**src/rtl/core/assert_macros.svh**
```systemverilog
// ----------------------------------------------------------------------------
// assert_macros.svh
// Concurrent assertion helpers used by the keypad debouncer RTL.
// ----------------------------------------------------------------------------
`ifndef ASSERT_MACROS_SVH
`define ASSERT_MACROS_SVH

`ifndef ASSERT_OFF

// Property that must hold at every clock edge outside reset.
`define ASSERT_PROP(lbl, clk, rst_n, prop) \
  lbl: assert property (@(posedge clk) disable iff (!rst_n) (prop)) \
    else $error("assertion failed");

// Condition that must never be true outside reset.
`define ASSERT_NEVER(lbl, clk, rst_n, cond) \
  lbl: assert property (@(posedge clk) disable iff (!rst_n) !(cond)) \
    else $error("forbidden condition seen");

`else

`define ASSERT_PROP(lbl, clk, rst_n, prop)
`define ASSERT_NEVER(lbl, clk, rst_n, cond)

`endif

`endif

```
**src/rtl/core/kdd_pkg.sv**
```systemverilog
// ----------------------------------------------------------------------------
// kdd_pkg
// Types, widths and constant tables for the keypad decode and debounce block.
// ----------------------------------------------------------------------------
`timescale 1ns / 1ps

package kdd_pkg;

  localparam int TIME_W  = 32;
  localparam int ADC_W   = 10;
  localparam int SHIFT_W = 16;
  localparam int KEY_W   = 4;
  localparam int DBM_W   = 16;

  // Shift-register bytes scanned; bytes past the 16-bit field read as zero.
  localparam int SHIFT_IN_BYTES = 2;

  localparam logic [DBM_W-1:0] DEBOUNCE_RESET = 16'd50;

  // Ladder keypad windows [lo, hi): floor(V*1024/5.14) at V -/+ 0.05.
  localparam int NUM_WIN = 12;
  localparam logic [ADC_W-1:0] WIN_LO [NUM_WIN] = '{
    10'd193, 10'd233, 10'd280, 10'd330, 10'd392, 10'd472,
    10'd549, 10'd609, 10'd649, 10'd768, 10'd707, 10'd741
  };
  localparam logic [ADC_W-1:0] WIN_HI [NUM_WIN] = '{
    10'd213, 10'd253, 10'd300, 10'd350, 10'd412, 10'd492,
    10'd569, 10'd629, 10'd669, 10'd788, 10'd727, 10'd761
  };
  localparam logic [KEY_W-1:0] WIN_KEY [NUM_WIN] = '{
    4'd1, 4'd2, 4'd3, 4'd4, 4'd5, 4'd6,
    4'd7, 4'd8, 4'd9, 4'd0, 4'd10, 4'd11
  };

  typedef enum logic [1:0] {
    DB_IDLE    = 2'd0,
    DB_PRE     = 2'd1,
    DB_HELD    = 2'd2,
    DB_RELEASE = 2'd3
  } db_state_t;

  // Decoded button of one sample.
  typedef struct packed {
    logic             valid;
    logic [KEY_W-1:0] key;
  } key_hit_t;

endpackage

```
**src/rtl/core/kdd_in_if.sv**
```systemverilog
// ----------------------------------------------------------------------------
// kdd_in_if
// Sample channel: time stamp, ladder code and ready flag, shift-register bits.
// ----------------------------------------------------------------------------
`timescale 1ns / 1ps

interface kdd_in_if;
  import kdd_pkg::*;

  logic               valid;
  logic               ready;
  logic [TIME_W-1:0]  time_ms;
  logic [ADC_W-1:0]   adc_code;
  logic               adc_ready;
  logic [SHIFT_W-1:0] shift_bits;

  modport source (
    output valid, time_ms, adc_code, adc_ready, shift_bits,
    input  ready
  );

  modport sink (
    input  valid, time_ms, adc_code, adc_ready, shift_bits,
    output ready
  );
endinterface

```
**src/rtl/core/kdd_out_if.sv**
```systemverilog
// ----------------------------------------------------------------------------
// kdd_out_if
// Result channel: press flag and the index of the pressed button.
// ----------------------------------------------------------------------------
`timescale 1ns / 1ps

interface kdd_out_if;
  import kdd_pkg::*;

  logic             valid;
  logic             ready;
  logic             press_event;
  logic [KEY_W-1:0] button;

  modport source (
    output valid, press_event, button,
    input  ready
  );

  modport sink (
    input  valid, press_event, button,
    output ready
  );
endinterface

```
**src/rtl/core/keypad_decode_debounce.sv**
```systemverilog
// ----------------------------------------------------------------------------
// keypad_decode_debounce
// Ladder keypad and shift-register button decoder with press debounce.
// ----------------------------------------------------------------------------
// Use:
//   in_ch  (sink)  : one scan sample per transfer (time, converter code and
//                    ready flag, shift-register bits).
//   out_ch (source): exactly one result per sample: press_event and button;
//                    button is zero unless press_event is set.
//   cfg_we/cfg_wdata: write debounce_ms (hold and release time in ms); write
//                    only while no sample is in flight.
// Path: each sample goes from the input register through decode and debounce
//   into the output register, and its result is valid once that register is
//   loaded; the result transfers out when out_ch.ready is high.
// Throughput: one sample per cycle unless out_ch stalls; decode, the 32-bit
//   elapsed-time compare and the state update form one combinational stage.
// Reset (rst_n low, synchronous): debouncer idle, held button and event time
//   zero, debounce_ms back to 50, both stages empty.
// Stall: while out_ch.ready is low the result holds; one more sample may
//   wait in the input register, after which in_ch.ready drops.
// ----------------------------------------------------------------------------
`timescale 1ns / 1ps

module keypad_decode_debounce (
  input  logic                      clk,
  input  logic                      rst_n,
  kdd_in_if.sink                    in_ch,
  kdd_out_if.source                 out_ch,
  input  logic                      cfg_we,
  input  logic [kdd_pkg::DBM_W-1:0] cfg_wdata
);
  import kdd_pkg::*;

  logic               s1_valid_r, s1_valid_nxt;
  logic               out_valid_r, out_valid_nxt;
  logic [TIME_W-1:0]  time_r;
  logic [ADC_W-1:0]   adc_code_r;
  logic               adc_ready_r;
  logic [SHIFT_W-1:0] shift_bits_r;
  logic [DBM_W-1:0]   debounce_ms_r;

  logic     advance;
  logic     step;
  logic     in_xfer;
  key_hit_t hit;

  assign advance     = !out_valid_r || out_ch.ready;
  assign step        = s1_valid_r && advance;
  assign in_ch.ready = !s1_valid_r || advance;
  assign in_xfer     = in_ch.valid && in_ch.ready;

  always_comb begin
    s1_valid_nxt = s1_valid_r;
    if (in_xfer) s1_valid_nxt = 1'b1;
    else if (advance) s1_valid_nxt = 1'b0;

    out_valid_nxt = out_valid_r;
    if (step) out_valid_nxt = 1'b1;
    else if (out_ch.ready) out_valid_nxt = 1'b0;
  end

  always_ff @(posedge clk) begin
    if (!rst_n) begin
      s1_valid_r    <= 1'b0;
      out_valid_r   <= 1'b0;
      debounce_ms_r <= DEBOUNCE_RESET;
    end else begin
      s1_valid_r  <= s1_valid_nxt;
      out_valid_r <= out_valid_nxt;
      if (cfg_we) debounce_ms_r <= cfg_wdata;
    end
  end

  // input register: capture on each input transfer
  always_ff @(posedge clk) begin
    if (in_xfer) begin
      time_r       <= in_ch.time_ms;
      adc_code_r   <= in_ch.adc_code;
      adc_ready_r  <= in_ch.adc_ready;
      shift_bits_r <= in_ch.shift_bits;
    end
  end

  kdd_key_decode u_decode (
    .adc_code_i   (adc_code_r),
    .adc_ready_i  (adc_ready_r),
    .shift_bits_i (shift_bits_r),
    .hit_o        (hit)
  );

  kdd_debounce u_debounce (
    .clk           (clk),
    .rst_n         (rst_n),
    .step_i        (step),
    .hit_i         (hit),
    .time_i        (time_r),
    .debounce_ms_i (debounce_ms_r),
    .press_o       (out_ch.press_event),
    .button_o      (out_ch.button)
  );

  assign out_ch.valid = out_valid_r;

endmodule

```
**src/rtl/core/kdd_key_decode.sv**
```systemverilog
// ----------------------------------------------------------------------------
// kdd_key_decode
// Maps one sample to a button: keypad windows first, then a lone shift bit.
// ----------------------------------------------------------------------------
`timescale 1ns / 1ps

module kdd_key_decode (
  input  logic [kdd_pkg::ADC_W-1:0]   adc_code_i,
  input  logic                        adc_ready_i,
  input  logic [kdd_pkg::SHIFT_W-1:0] shift_bits_i,
  output kdd_pkg::key_hit_t           hit_o
);
  import kdd_pkg::*;

  localparam int USED_BYTES = (SHIFT_IN_BYTES < SHIFT_W / 8) ? SHIFT_IN_BYTES : SHIFT_W / 8;

  logic               pad_hit;
  logic [KEY_W-1:0]   pad_key;
  logic [SHIFT_W-1:0] bits_m;
  logic               lone_bit;
  logic [KEY_W-1:0]   bit_key;

  always_comb begin
    pad_hit = 1'b0;
    pad_key = '0;
    for (int i = 0; i < NUM_WIN; i++) begin
      if (adc_ready_i && adc_code_i >= WIN_LO[i] && adc_code_i < WIN_HI[i]) begin
        pad_hit = 1'b1;
        pad_key = WIN_KEY[i];
      end
    end
  end

  // Bit position pos carries button index SHIFT_W-1-pos (MSB of byte 0 is 0).
  always_comb begin
    bits_m  = '0;
    bit_key = '0;
    for (int pos = 0; pos < SHIFT_W; pos++) begin
      if ((SHIFT_W - 1 - pos) < USED_BYTES * 8) begin
        bits_m[pos] = shift_bits_i[pos];
      end
    end
    // exactly one bit set: OR of indices gives that bit's index
    for (int pos = 0; pos < SHIFT_W; pos++) begin
      if (bits_m[pos]) begin
        bit_key = bit_key | KEY_W'(SHIFT_W - 1 - pos);
      end
    end
  end

  assign lone_bit = (bits_m != '0) && ((bits_m & (bits_m - SHIFT_W'(1))) == '0);

  always_comb begin
    if (pad_hit) begin
      hit_o.valid = 1'b1;
      hit_o.key   = pad_key;
    end else begin
      hit_o.valid = lone_bit;
      hit_o.key   = lone_bit ? bit_key : '0;
    end
  end

endmodule

```
**src/rtl/core/kdd_debounce.sv**
```systemverilog
// ----------------------------------------------------------------------------
// kdd_debounce
// Four-state press debouncer with the registered result payload.
// ----------------------------------------------------------------------------
`timescale 1ns / 1ps

`include "assert_macros.svh"

module kdd_debounce (
  input  logic                       clk,
  input  logic                       rst_n,
  input  logic                       step_i,
  input  kdd_pkg::key_hit_t          hit_i,
  input  logic [kdd_pkg::TIME_W-1:0] time_i,
  input  logic [kdd_pkg::DBM_W-1:0]  debounce_ms_i,
  output logic                       press_o,
  output logic [kdd_pkg::KEY_W-1:0]  button_o
);
  import kdd_pkg::*;

  db_state_t         state_r, state_nxt;
  logic [KEY_W-1:0]  held_r, held_nxt;
  logic [TIME_W-1:0] event_time_r, event_time_nxt;
  logic              press_r, press_nxt;
  logic [KEY_W-1:0]  button_r, button_nxt;

  logic              same;
  logic [TIME_W-1:0] elapsed;
  logic              expired;

  assign same    = hit_i.valid && (hit_i.key == held_r);
  assign elapsed = time_i - event_time_r;
  assign expired = elapsed > {{(TIME_W - DBM_W){1'b0}}, debounce_ms_i};

  always_comb begin
    state_nxt = state_r;
    unique case (state_r)
      DB_IDLE: begin
        if (hit_i.valid) state_nxt = DB_PRE;
      end
      DB_PRE: begin
        if (!same) state_nxt = DB_IDLE;
        else if (expired) state_nxt = DB_HELD;
      end
      DB_HELD: begin
        if (!same) state_nxt = DB_RELEASE;
      end
      DB_RELEASE: begin
        if (expired) state_nxt = DB_IDLE;
      end
      default: state_nxt = DB_IDLE;
    endcase
  end

  always_comb begin
    held_nxt       = held_r;
    event_time_nxt = event_time_r;
    press_nxt      = 1'b0;
    button_nxt     = '0;
    unique case (state_r)
      DB_IDLE: begin
        if (hit_i.valid) begin
          held_nxt       = hit_i.key;
          event_time_nxt = time_i;
        end
      end
      DB_PRE: begin
        if (same && expired) begin
          press_nxt  = 1'b1;
          button_nxt = held_r;
        end
      end
      DB_HELD: begin
        if (!same) event_time_nxt = time_i;
      end
      DB_RELEASE: begin
      end
      default: begin
      end
    endcase
  end

  always_ff @(posedge clk) begin
    if (!rst_n) begin
      state_r      <= DB_IDLE;
      held_r       <= '0;
      event_time_r <= '0;
    end else if (step_i) begin
      state_r      <= state_nxt;
      held_r       <= held_nxt;
      event_time_r <= event_time_nxt;
    end
  end

  // result payload: loaded with each transfer into the output stage
  always_ff @(posedge clk) begin
    if (step_i) begin
      press_r  <= press_nxt;
      button_r <= button_nxt;
    end
  end

  assign press_o  = press_r;
  assign button_o = button_r;

  `ASSERT_PROP(a_press_enters_held, clk, rst_n, (step_i && press_nxt) |=> (state_r == DB_HELD))
  `ASSERT_PROP(a_no_press_from_idle, clk, rst_n, (step_i && state_r == DB_IDLE) |=> !press_r)
  `ASSERT_PROP(a_no_press_while_held, clk, rst_n, (step_i && state_r == DB_HELD) |=> !press_r)
  `ASSERT_PROP(a_hold_without_step, clk, rst_n,
               !step_i |=> ($stable(state_r) && $stable(held_r) && $stable(event_time_r)))
  `ASSERT_NEVER(a_button_without_press, clk, rst_n, step_i && !press_nxt && button_nxt != '0)

endmodule

```
**src/flat_wrapper.sv**
```systemverilog
// flat-port wrapper written by rule: the top's interface ports become plain ports
module keypad_decode_debounce_flat import kdd_pkg::*;
  (clk, rst_n, cfg_we, cfg_wdata, in_ch_valid, in_ch_time_ms, in_ch_adc_code, in_ch_adc_ready, in_ch_shift_bits, in_ch_ready, out_ch_valid, out_ch_press_event, out_ch_button, out_ch_ready);
  kdd_in_if in_ch_i ();
  kdd_out_if out_ch_i ();
  input  logic clk;
  input  logic rst_n;
  input  logic cfg_we;
  input  logic [kdd_pkg::DBM_W-1:0] cfg_wdata;
  input wire logic [$bits(in_ch_i.valid)-1:0] in_ch_valid;
  input wire logic [$bits(in_ch_i.time_ms)-1:0] in_ch_time_ms;
  input wire logic [$bits(in_ch_i.adc_code)-1:0] in_ch_adc_code;
  input wire logic [$bits(in_ch_i.adc_ready)-1:0] in_ch_adc_ready;
  input wire logic [$bits(in_ch_i.shift_bits)-1:0] in_ch_shift_bits;
  output wire logic [$bits(in_ch_i.ready)-1:0] in_ch_ready;
  output wire logic [$bits(out_ch_i.valid)-1:0] out_ch_valid;
  output wire logic [$bits(out_ch_i.press_event)-1:0] out_ch_press_event;
  output wire logic [$bits(out_ch_i.button)-1:0] out_ch_button;
  input wire logic [$bits(out_ch_i.ready)-1:0] out_ch_ready;
  assign in_ch_i.valid = in_ch_valid;
  assign in_ch_i.time_ms = in_ch_time_ms;
  assign in_ch_i.adc_code = in_ch_adc_code;
  assign in_ch_i.adc_ready = in_ch_adc_ready;
  assign in_ch_i.shift_bits = in_ch_shift_bits;
  assign in_ch_ready = in_ch_i.ready;
  assign out_ch_valid = out_ch_i.valid;
  assign out_ch_press_event = out_ch_i.press_event;
  assign out_ch_button = out_ch_i.button;
  assign out_ch_i.ready = out_ch_ready;
  keypad_decode_debounce u_core (.clk(clk), .rst_n(rst_n), .in_ch(in_ch_i), .out_ch(out_ch_i), .cfg_we(cfg_we), .cfg_wdata(cfg_wdata));
endmodule
```
**config.mk**
```make
export PLATFORM = sky130hd
export DESIGN_NAME = keypad_decode_debounce_flat
export DESIGN_NICKNAME = d
export VERILOG_FILES = /design/src/rtl/core/kdd_pkg.sv /design/src/rtl/core/kdd_in_if.sv /design/src/rtl/core/kdd_out_if.sv /design/src/rtl/core/keypad_decode_debounce.sv /design/src/rtl/core/kdd_key_decode.sv /design/src/rtl/core/kdd_debounce.sv /design/src/flat_wrapper.sv
export VERILOG_INCLUDE_DIRS = /design/src /design/src/rtl/core
export SDC_FILE = /design/constraint.sdc
export NUM_CORES = 1
export LEC_CHECK = 0
export BUFFER_PORTS_ARGS = -buffer_cell sky130_fd_sc_hd__buf_2
export CAP_MARGIN = 20
export CORE_ASPECT_RATIO = 0.75
export CORE_UTILIZATION = 50
export DETAILED_ROUTE_END_ITERATION = 8
export PLACE_DENSITY = 0.7
export SYNTH_ARGS = -nofsm -noshare
export SYNTH_HDL_FRONTEND = slang
export SYNTH_SLANG_ARGS = --single-unit
```
**constraint.sdc**
```tcl
create_clock -name clk -period 4.9 [get_ports clk]
set_clock_uncertainty 0.2 [all_clocks]
set_input_delay 0.49 -clock clk [delete_from_list [all_inputs] [get_ports clk]]
set_output_delay 0.49 -clock clk [all_outputs]
set_load 0.1 [all_outputs]
```
==> qor.csv, run 1 <==
metric,value,unit
Final nets,982,
netlist area before placement,7301,sq um
clock insertion delay at the later pin of the skew report,420,ps
total track usage,23.12,%
pwr dens,347.1,nW/um^2
clock period minus final worst setup slack,4526,ps
adder and majority cell fraction of the synthesized area,8.603,%
initial antenna violation count,0,
number of endpoints with negative hold slack in the final report,0,
critical path start-end classification,reg2reg,
Synth Instances,772,
summed area of non-filler cells in the final layout,8529,sq um
final wirelength,16820,um
sequential share of the synthesized area,41.68,%
I/O pins,87,
count of buffers inserted at the top-level ports,86,
Post-Synthesis Mean Instance Area,9.457,sq um
endpoint required time on the critical path,4980,ps
routed wirelength normalized by instance count,15.84,um
tightest hold margin,44.09,ps
Starting Density,52.22,%
Max Clock Freq,0.2210,GHz
run status,completed,
static leakage,3.324,nW
initial DRC count,593,
mux cell area share after synthesis,6.872,%
Worst-path clk slew,60,ps
fraction of registers with async set/reset,0,%
HP Class,in2reg,
Overflow after GRT,0,
largest net degree at the start of global routing,70,
Clock Sinks,120,
max-cap violations,0,
final weighted congestion in routability-driven placement,0.9147,
via total after detailed routing,6068,
number of levels the H-tree was split into,4,
PnR worst setup slack,374.3,ps
Pre-Repair DR Iteration Count,5,
clock buffer depth,2,
"IR drop worst, VDD",233.5,uV
height of the die,106.7,um
worst slack at placement,273.4,ps
clock tree from TritonCTS,built,
CTS root buffer,sky130_fd_sc_hd__clkbuf_16,
crit-path max FO,6,
"Hold-fix buffers, CTS",0,
Slew Limit Headroom,43.94,%
Post-Synth XOR/XNOR Area,2.999,%
total number of yosys warnings,0,
post-CTS setup buffer count,0,
fraction of the mapped netlist area in compound gates,16.93,%
share of the core filled with cells,61.01,%
die boundary width,141.5,um
number of diodes added for antenna fixing,0,
synthesized netlist net count,900,
WP data arrival,4610,ps
startpoint type of the worst setup path,flip-flop,
Cell Rows,37,
Detailed Place HPWL,12490,um
number of failing setup endpoints in the final timing report,0,
nature of the critical path endpoint,flip-flop,
Antenna Nets Post-Route,0,
cell types with the largest area share after synthesis,"sky130_fd_sc_hd__edfxtp_1 (26%), sky130_fd_sc_hd__dfxtp_1 (15%), sky130_fd_sc_hd__ha_1 (8.1%), sky130_fd_sc_hd__mux2i_1 (6.7%), sky130_fd_sc_hd__nand2_1 (5.5%)",
number of global-route vias before repair,5684,
simple-gate share of the synthesized area,17.46,%
post-route fraction of the period consumed by the critical path,92.36,%
prevailing post-synth register cell,sky130_fd_sc_hd__edfxtp_1,
Max Transition Viols Final,0,
Syn-to-layout area delta,16.83,%
per-cell via count in the routed design,5.714,
share of the synthesized area in the top cell type,26.32,%
share of final-layout standard cells stronger than drive strength 1,16.26,%
synthesis-stage register bit count,120,
global-route wire length before repair,27190,um
number of DRC violations after detailed routing,0,
slew at the pin closest to its max-slew limit,839.1,ps
post-cts resize count,0,
CTS Buf Count,17,
die area,15090,sq um
PnR Total Power,2.960,mW
count of flip-flops with a built-in enable after synthesis,64,
placed standard-cell area,7853,sq um
post-synthesis cell type with the largest combined area,sky130_fd_sc_hd__edfxtp_1,
post-synthesis cell type count,78,
largest family of logic cells by synthesized area,simple AND/OR/NAND/NOR gates,
Core Footprint,13980,sq um
[flip-flops by register name (all words and copies together) (netlist names), 4 cells and up, named ones only]
name,count
u_core.u_debounce.button_o,4
u_core.u_debounce.held_r,4
u_core.shift_bits_r,16
u_core.adc_code_r,10
u_core.u_debounce.event_time_r,32
u_core.debounce_ms_r,16
u_core.time_r,32
[cells in the mapped netlist, drive strengths merged, types with 7 or more instances]
cell type  count
a21o          10
nor2          49
nand3         16
o21bai         7
and2           9
xnor2         18
clkbuf        16
nor2b         10
a31oi         10
dfxtp         56
and3          11
nand2        107
edfxtp        64
nor4          10
mux2i         49
inv           65
nor3          13
nand4         13
a21oi         44
ha            47
buf           11
xor2           7
o21ai         36
[layout by cell type (no fill, tap or decap), types with 3 or more instances in the layout]
master / instances
sky130_fd_sc_hd__a211o_1: 3
sky130_fd_sc_hd__a211oi_1: 3
sky130_fd_sc_hd__a21o_1: 10
sky130_fd_sc_hd__a21oi_1: 43
sky130_fd_sc_hd__a221o_1: 3
sky130_fd_sc_hd__a221oi_1: 3
sky130_fd_sc_hd__a22oi_1: 3
sky130_fd_sc_hd__a311oi_1: 3
sky130_fd_sc_hd__a31o_2: 5
sky130_fd_sc_hd__a31oi_1: 10
sky130_fd_sc_hd__and2_1: 8
sky130_fd_sc_hd__and3_1: 11
sky130_fd_sc_hd__and4_1: 5
sky130_fd_sc_hd__buf_2: 86
sky130_fd_sc_hd__buf_4: 4
sky130_fd_sc_hd__bufinv_16: 6
sky130_fd_sc_hd__clkbuf_16: 17
sky130_fd_sc_hd__clkinvlp_4: 3
sky130_fd_sc_hd__dfxtp_1: 56
sky130_fd_sc_hd__edfxtp_1: 64
sky130_fd_sc_hd__ha_1: 47
sky130_fd_sc_hd__inv_1: 65
sky130_fd_sc_hd__mux2i_1: 49
sky130_fd_sc_hd__nand2_1: 107
sky130_fd_sc_hd__nand2b_1: 5
sky130_fd_sc_hd__nand3_1: 15
sky130_fd_sc_hd__nand4_1: 13
sky130_fd_sc_hd__nor2_1: 49
sky130_fd_sc_hd__nor2b_1: 10
sky130_fd_sc_hd__nor3_1: 13
sky130_fd_sc_hd__nor4_1: 6
sky130_fd_sc_hd__nor4_2: 3
sky130_fd_sc_hd__o2111a_1: 3
sky130_fd_sc_hd__o211ai_1: 6
sky130_fd_sc_hd__o21a_1: 5
sky130_fd_sc_hd__o21ai_0: 35
sky130_fd_sc_hd__o21bai_1: 7
sky130_fd_sc_hd__o31a_1: 3
sky130_fd_sc_hd__xnor2_1: 18
sky130_fd_sc_hd__xor2_1: 7
[where the power goes]
part | switching (mW) | internal (mW) | leakage, nW
Clock | 0.442 | 0.963 | 0.317
Sequential | 0.0438 | 1.11 | 1.08
Combinational | 0.237 | 0.164 | 1.93
Total | 0.723 | 2.24 | 3.32
[metal layers]
layer | GRT usage (%) | wire [um] | vias to the layer above
met5 | 0 | 0 | -
met2 | 36.52 | 7385 | 215
met4 | 8.449 | 282 | 0
met1 | 31.06 | 8233 | 2844
met3 | 5.226 | 918 | 26
li1 | - | - | 2983
[critical path: stages, from the launching register on]
cell                        delay, ps
sky130_fd_sc_hd__edfxtp_1         410
sky130_fd_sc_hd__ha_1             380
sky130_fd_sc_hd__a21oi_2          240
sky130_fd_sc_hd__and3_1           200
sky130_fd_sc_hd__o2111ai_1        280
sky130_fd_sc_hd__o21a_1           200
sky130_fd_sc_hd__a31oi_1          250
sky130_fd_sc_hd__o21bai_1          90
sky130_fd_sc_hd__a21oi_1          180
sky130_fd_sc_hd__xnor2_1           90
sky130_fd_sc_hd__ha_1             300
sky130_fd_sc_hd__nand2_1           70
sky130_fd_sc_hd__nor3_1           280
sky130_fd_sc_hd__nand2_1          120
sky130_fd_sc_hd__o21ai_0          200
sky130_fd_sc_hd__a211oi_2          60
sky130_fd_sc_hd__o2111a_1         250
sky130_fd_sc_hd__nand4_1          160
sky130_fd_sc_hd__and4_1           280
sky130_fd_sc_hd__and2_1           150
[metrics by stage]
stage,std cells,setup TNS [ps]
2_1_floorplan,772,0
3_3_place_gp,1030,0
3_5_place_dp,1030,0
4_1_cts,1062,0
5_1_grt,1062,-0.3482
6_report,1062,0
[path summary, 6_finish.rpt]
kind                                         to                               start  cells past startpoint  slack, ps
min                        u_core.adc_code_r[5]                   in_ch_adc_code[5]                      1         40
max               u_core.u_debounce.button_o[3]                    u_core.time_r[9]                     19        370
min reg2reg  u_core.u_debounce.event_time_r[18]  u_core.u_debounce.event_time_r[18]                      2        260
max reg2reg       u_core.u_debounce.button_o[3]                    u_core.time_r[9]                     19        370
[layout make-up]
type	instances	area [sq um]
clock buffer	19	442.9
sequential	120	3043
timing repair buffer	90	460.4
clock inverter	13	225.2
multi-input combinational	560	3870
fill	1192	5451
inverter	65	244.0
tap	195	244.0
[kinds of logic (layout without fill, tap and decap cells)]
kind of cell,count (synthesis),count (layout)
compound gates,176,176
xor+xnor,25,25
fa+ha+maj,50,50
buf+inv,92,187
flops,120,120
mux,50,50
simple gates,259,259
No activity file was read; power rests on OpenSTA's default activity.
==> inputs of run 2 (changes only) <==
--- a/config.mk
+++ b/config.mk
@@ -10,8 +10,10 @@
 export CAP_MARGIN = 20
 export CORE_ASPECT_RATIO = 0.75
 export CORE_UTILIZATION = 50
+export CTS_CLUSTER_DIAMETER = 40
 export DETAILED_ROUTE_END_ITERATION = 8
 export PLACE_DENSITY = 0.7
 export SYNTH_ARGS = -nofsm -noshare
 export SYNTH_HDL_FRONTEND = slang
+export SYNTH_HIERARCHICAL = 1
 export SYNTH_SLANG_ARGS = --single-unit
==> qor.csv, run 2 <==
metric,value,unit
Final nets,1001,
max-cap violations,0,
Slew Limit Headroom,40.04,%
Syn-to-layout area delta,15.61,%
PnR worst setup slack,231.0,ps
portion of total power attributed to the clock network,43.8,%
CTS root buffer,sky130_fd_sc_hd__clkbuf_16,
Starting Density,52.10,%
Worst-path clk slew,60,ps
Detailed Place HPWL,13390,um
clock buffer depth,2,
height of the die,109.1,um
number of endpoints with negative hold slack in the final report,0,
sequential share of the synthesized area,39.76,%
biggest regs,"u_core/time_r x32, u_core/u_debounce/event_time_r x32",
most common cell in the synthesized netlist,sky130_fd_sc_hd__edfxtp_1,
number of DRC violations after detailed routing,0,
share of final-layout standard cells stronger than drive strength 1,19.19,%
register share of total power,40.3,%
CTS Buf Count,17,
I/O pins,87,
number of failing setup endpoints in the final timing report,0,
endpoint required time on the critical path,4860,ps
clock insertion delay at the later pin of the skew report,420,ps
die area,15810,sq um
routed wirelength normalized by instance count,16.52,um
post-cts resize count,0,
startpoint type of the worst setup path,flip-flop,
per-cell via count in the routed design,5.651,
Synth Instances,790,
netlist area before placement,7654,sq um
cell chain of the critical path,ha_1 -> a21o_1 -> a21oi_1 -> a21oi_1 -> o21a_1 -> nor2_1 -> o21bai_1 -> a21oi_1 -> xnor2_1 -> ha_1 -> and4_1 -> a221oi_1 -> o211ai_1 -> a21boi_0 -> nor4_2 -> nand4_4 -> nor3_2 -> nor3b_1,
cell types with the largest area share after synthesis,"sky130_fd_sc_hd__edfxtp_1 (25%), sky130_fd_sc_hd__dfxtp_1 (15%), sky130_fd_sc_hd__ha_1 (7.7%), sky130_fd_sc_hd__mux2i_1 (7.1%), sky130_fd_sc_hd__nor2b_1 (4.4%)",
post-synthesis cell type with the largest combined area,sky130_fd_sc_hd__edfxtp_1,
net switching fraction of the power,27.66,%
"number of placed instances, taps included",1053,
most frequent cell on the critical path,sky130_fd_sc_hd__a21oi_1,
net load switching power,0.7867,mW
top cells by instance count after synthesis,"sky130_fd_sc_hd__edfxtp_1 (64), sky130_fd_sc_hd__nand2_1 (58), sky130_fd_sc_hd__dfxtp_1 (56), sky130_fd_sc_hd__inv_1 (56)",
reg2reg path depth,18,
post-route fraction of the period consumed by the critical path,95.29,%
prevailing post-synth register cell,sky130_fd_sc_hd__edfxtp_1,
post-route setup TNS,0,ps
via total after detailed routing,6143,
die boundary width,144.9,um
fraction of registers with async set/reset,0,%
synthesis-stage register bit count,120,
Core Footprint,14690,sq um
initial antenna violation count,1,
crit-path max FO,5,
setup repair after global routing missed its margin,false,
PnR Total Power,2.844,mW
critical path start-end classification,reg2reg,
count of buffers inserted at the top-level ports,86,
Int Power,2.057,mW
Max Clock Freq,0.2142,GHz
nature of the critical path endpoint,flip-flop,
synthesized netlist net count,918,
Overflow after GRT,0,
Filler Cell Count,1228,
"Hold-fix buffers, CTS",0,
hold path depth,1,
share of the synthesized area in the top cell type,25.11,%
post-CTS setup buffer count,0,
final weighted congestion in routability-driven placement,0.9078,
number of non-filler instances in the completed layout,1087,
combinational power share,15.9,%
run status,completed,
initial DRC count,502,
post-synthesis cell type count,84,
worst slack at placement,43.87,ps
Max Transition Viols Final,0,
number of global-route vias before repair,5835,
Pre-Repair DR Iteration Count,5,
number of levels the H-tree was split into,4,
slew at the pin closest to its max-slew limit,899.4,ps
"most common cell after layout, fill and taps aside",sky130_fd_sc_hd__buf_2,
Post-Synthesis Mean Instance Area,9.688,sq um
largest net degree at the start of global routing,58,
pwr dens,321.4,nW/um^2
tightest hold margin,37.41,ps
static leakage,3.253,nW
most used cells in the layout excluding fill and tap cells,"sky130_fd_sc_hd__buf_2 (86), sky130_fd_sc_hd__edfxtp_1 (64), sky130_fd_sc_hd__nand2_1 (58)",
CP peak stage delay,410,ps
total number of yosys warnings,6,
WP data arrival,4630,ps
"IR drop worst, VDD",196.1,uV
final wirelength,17960,um
global-route wire length before repair,28940,um
total track usage,24.08,%
count of flip-flops with a built-in enable after synthesis,64,
Antenna Nets Post-Route,0,
Cell Rows,38,
clock period minus final worst setup slack,4669,ps
clock tree from TritonCTS,built,
HP Class,in2reg,
cell with the biggest individual delay on the critical path,sky130_fd_sc_hd__nor4_2,
Clock Sinks,120,
run 2: cell families (layout without fill, tap and decap cells):
group | after synthesis | in the layout | share of synthesized area, %
buffers and inverters | 84 | 180 | 4.986
XOR/XNOR | 21 | 21 | 2.403
AO/OA/AOI/OAI | 174 | 174 | 16.36
adder cells (fa/ha/maj) | 49 | 49 | 8.092
AND/OR/NAND/NOR | 283 | 283 | 20.60
flip-flops | 120 | 120 | 39.76
multiplexers | 59 | 59 | 7.798
other | 0 | 1 | 0
run 2: cell type report:
cell class / count / area [sq um] / area share [%]
multi-input combinational: 586 / 4264 / 48.19
sequential: 120 / 3043 / 34.39
tap: 200 / 250.2 / 2.828
clock inverter: 13 / 147.6 / 1.669
timing repair buffer: 92 / 488.0 / 5.515
clock buffer: 19 / 442.9 / 5.006
antenna: 1 / 2.502 / 0.02828
inverter: 56 / 210.2 / 2.376
run 2: final timing paths:
check                           from                       endpoint  slack [ps]
max                 u_core/time_r[3]  u_core/u_debounce/button_o[0]         230
min                in_ch_time_ms[27]              u_core/time_r[27]          40
min reg2reg  u_core/debounce_ms_r[4]        u_core/debounce_ms_r[4]         280
max reg2reg         u_core/time_r[3]  u_core/u_debounce/button_o[0]         230
run 2: critical path: cells and delay by family, from the launching register on:
family                     cells  cell delay [ps]
AOI/OAI and AO/OA              9             1570
DFF                            1              390
adders and majority gates      2              680
and+or+nand+nor                6             1410
xor gates and xnor gates       1              160
run 2: power by group through the flow:
stage | combinational, mW | sequential [mW] | clock, mW
after floorplan | 0.312 | 1.17 | 0
after detailed placement | 0.441 | 1.17 | 0
after global placement | 0.430 | 1.16 | 0
after CTS | 0.442 | 1.15 | 1.27
after global routing | 0.498 | 1.15 | 1.31
final | 0.451 | 1.15 | 1.25
run 2: through the flow:
| stage | utilization, % | cell area, sq um |
|---|---|---|
| 2_1_floorplan | - | 7654 |
| 3_3_place_gp | 55.97 | 8223 |
| 3_5_place_dp | 55.97 | 8223 |
| 4_1_cts | 59.99 | 8813 |
| 5_1_grt | 60.21 | 8846 |
| 6_report | 60.23 | 8848 |
run 2: per-layer routing:
layer | wire length (um) | part of all wire, % | track usage [%]
met2 | 7641 | 43 | 36.74
met1 | 8741 | 49 | 33.28
met4 | 306 | 1.7 | 7.444
met3 | 1269 | 7.1 | 6.192
met5 | 0 | 0 | 0
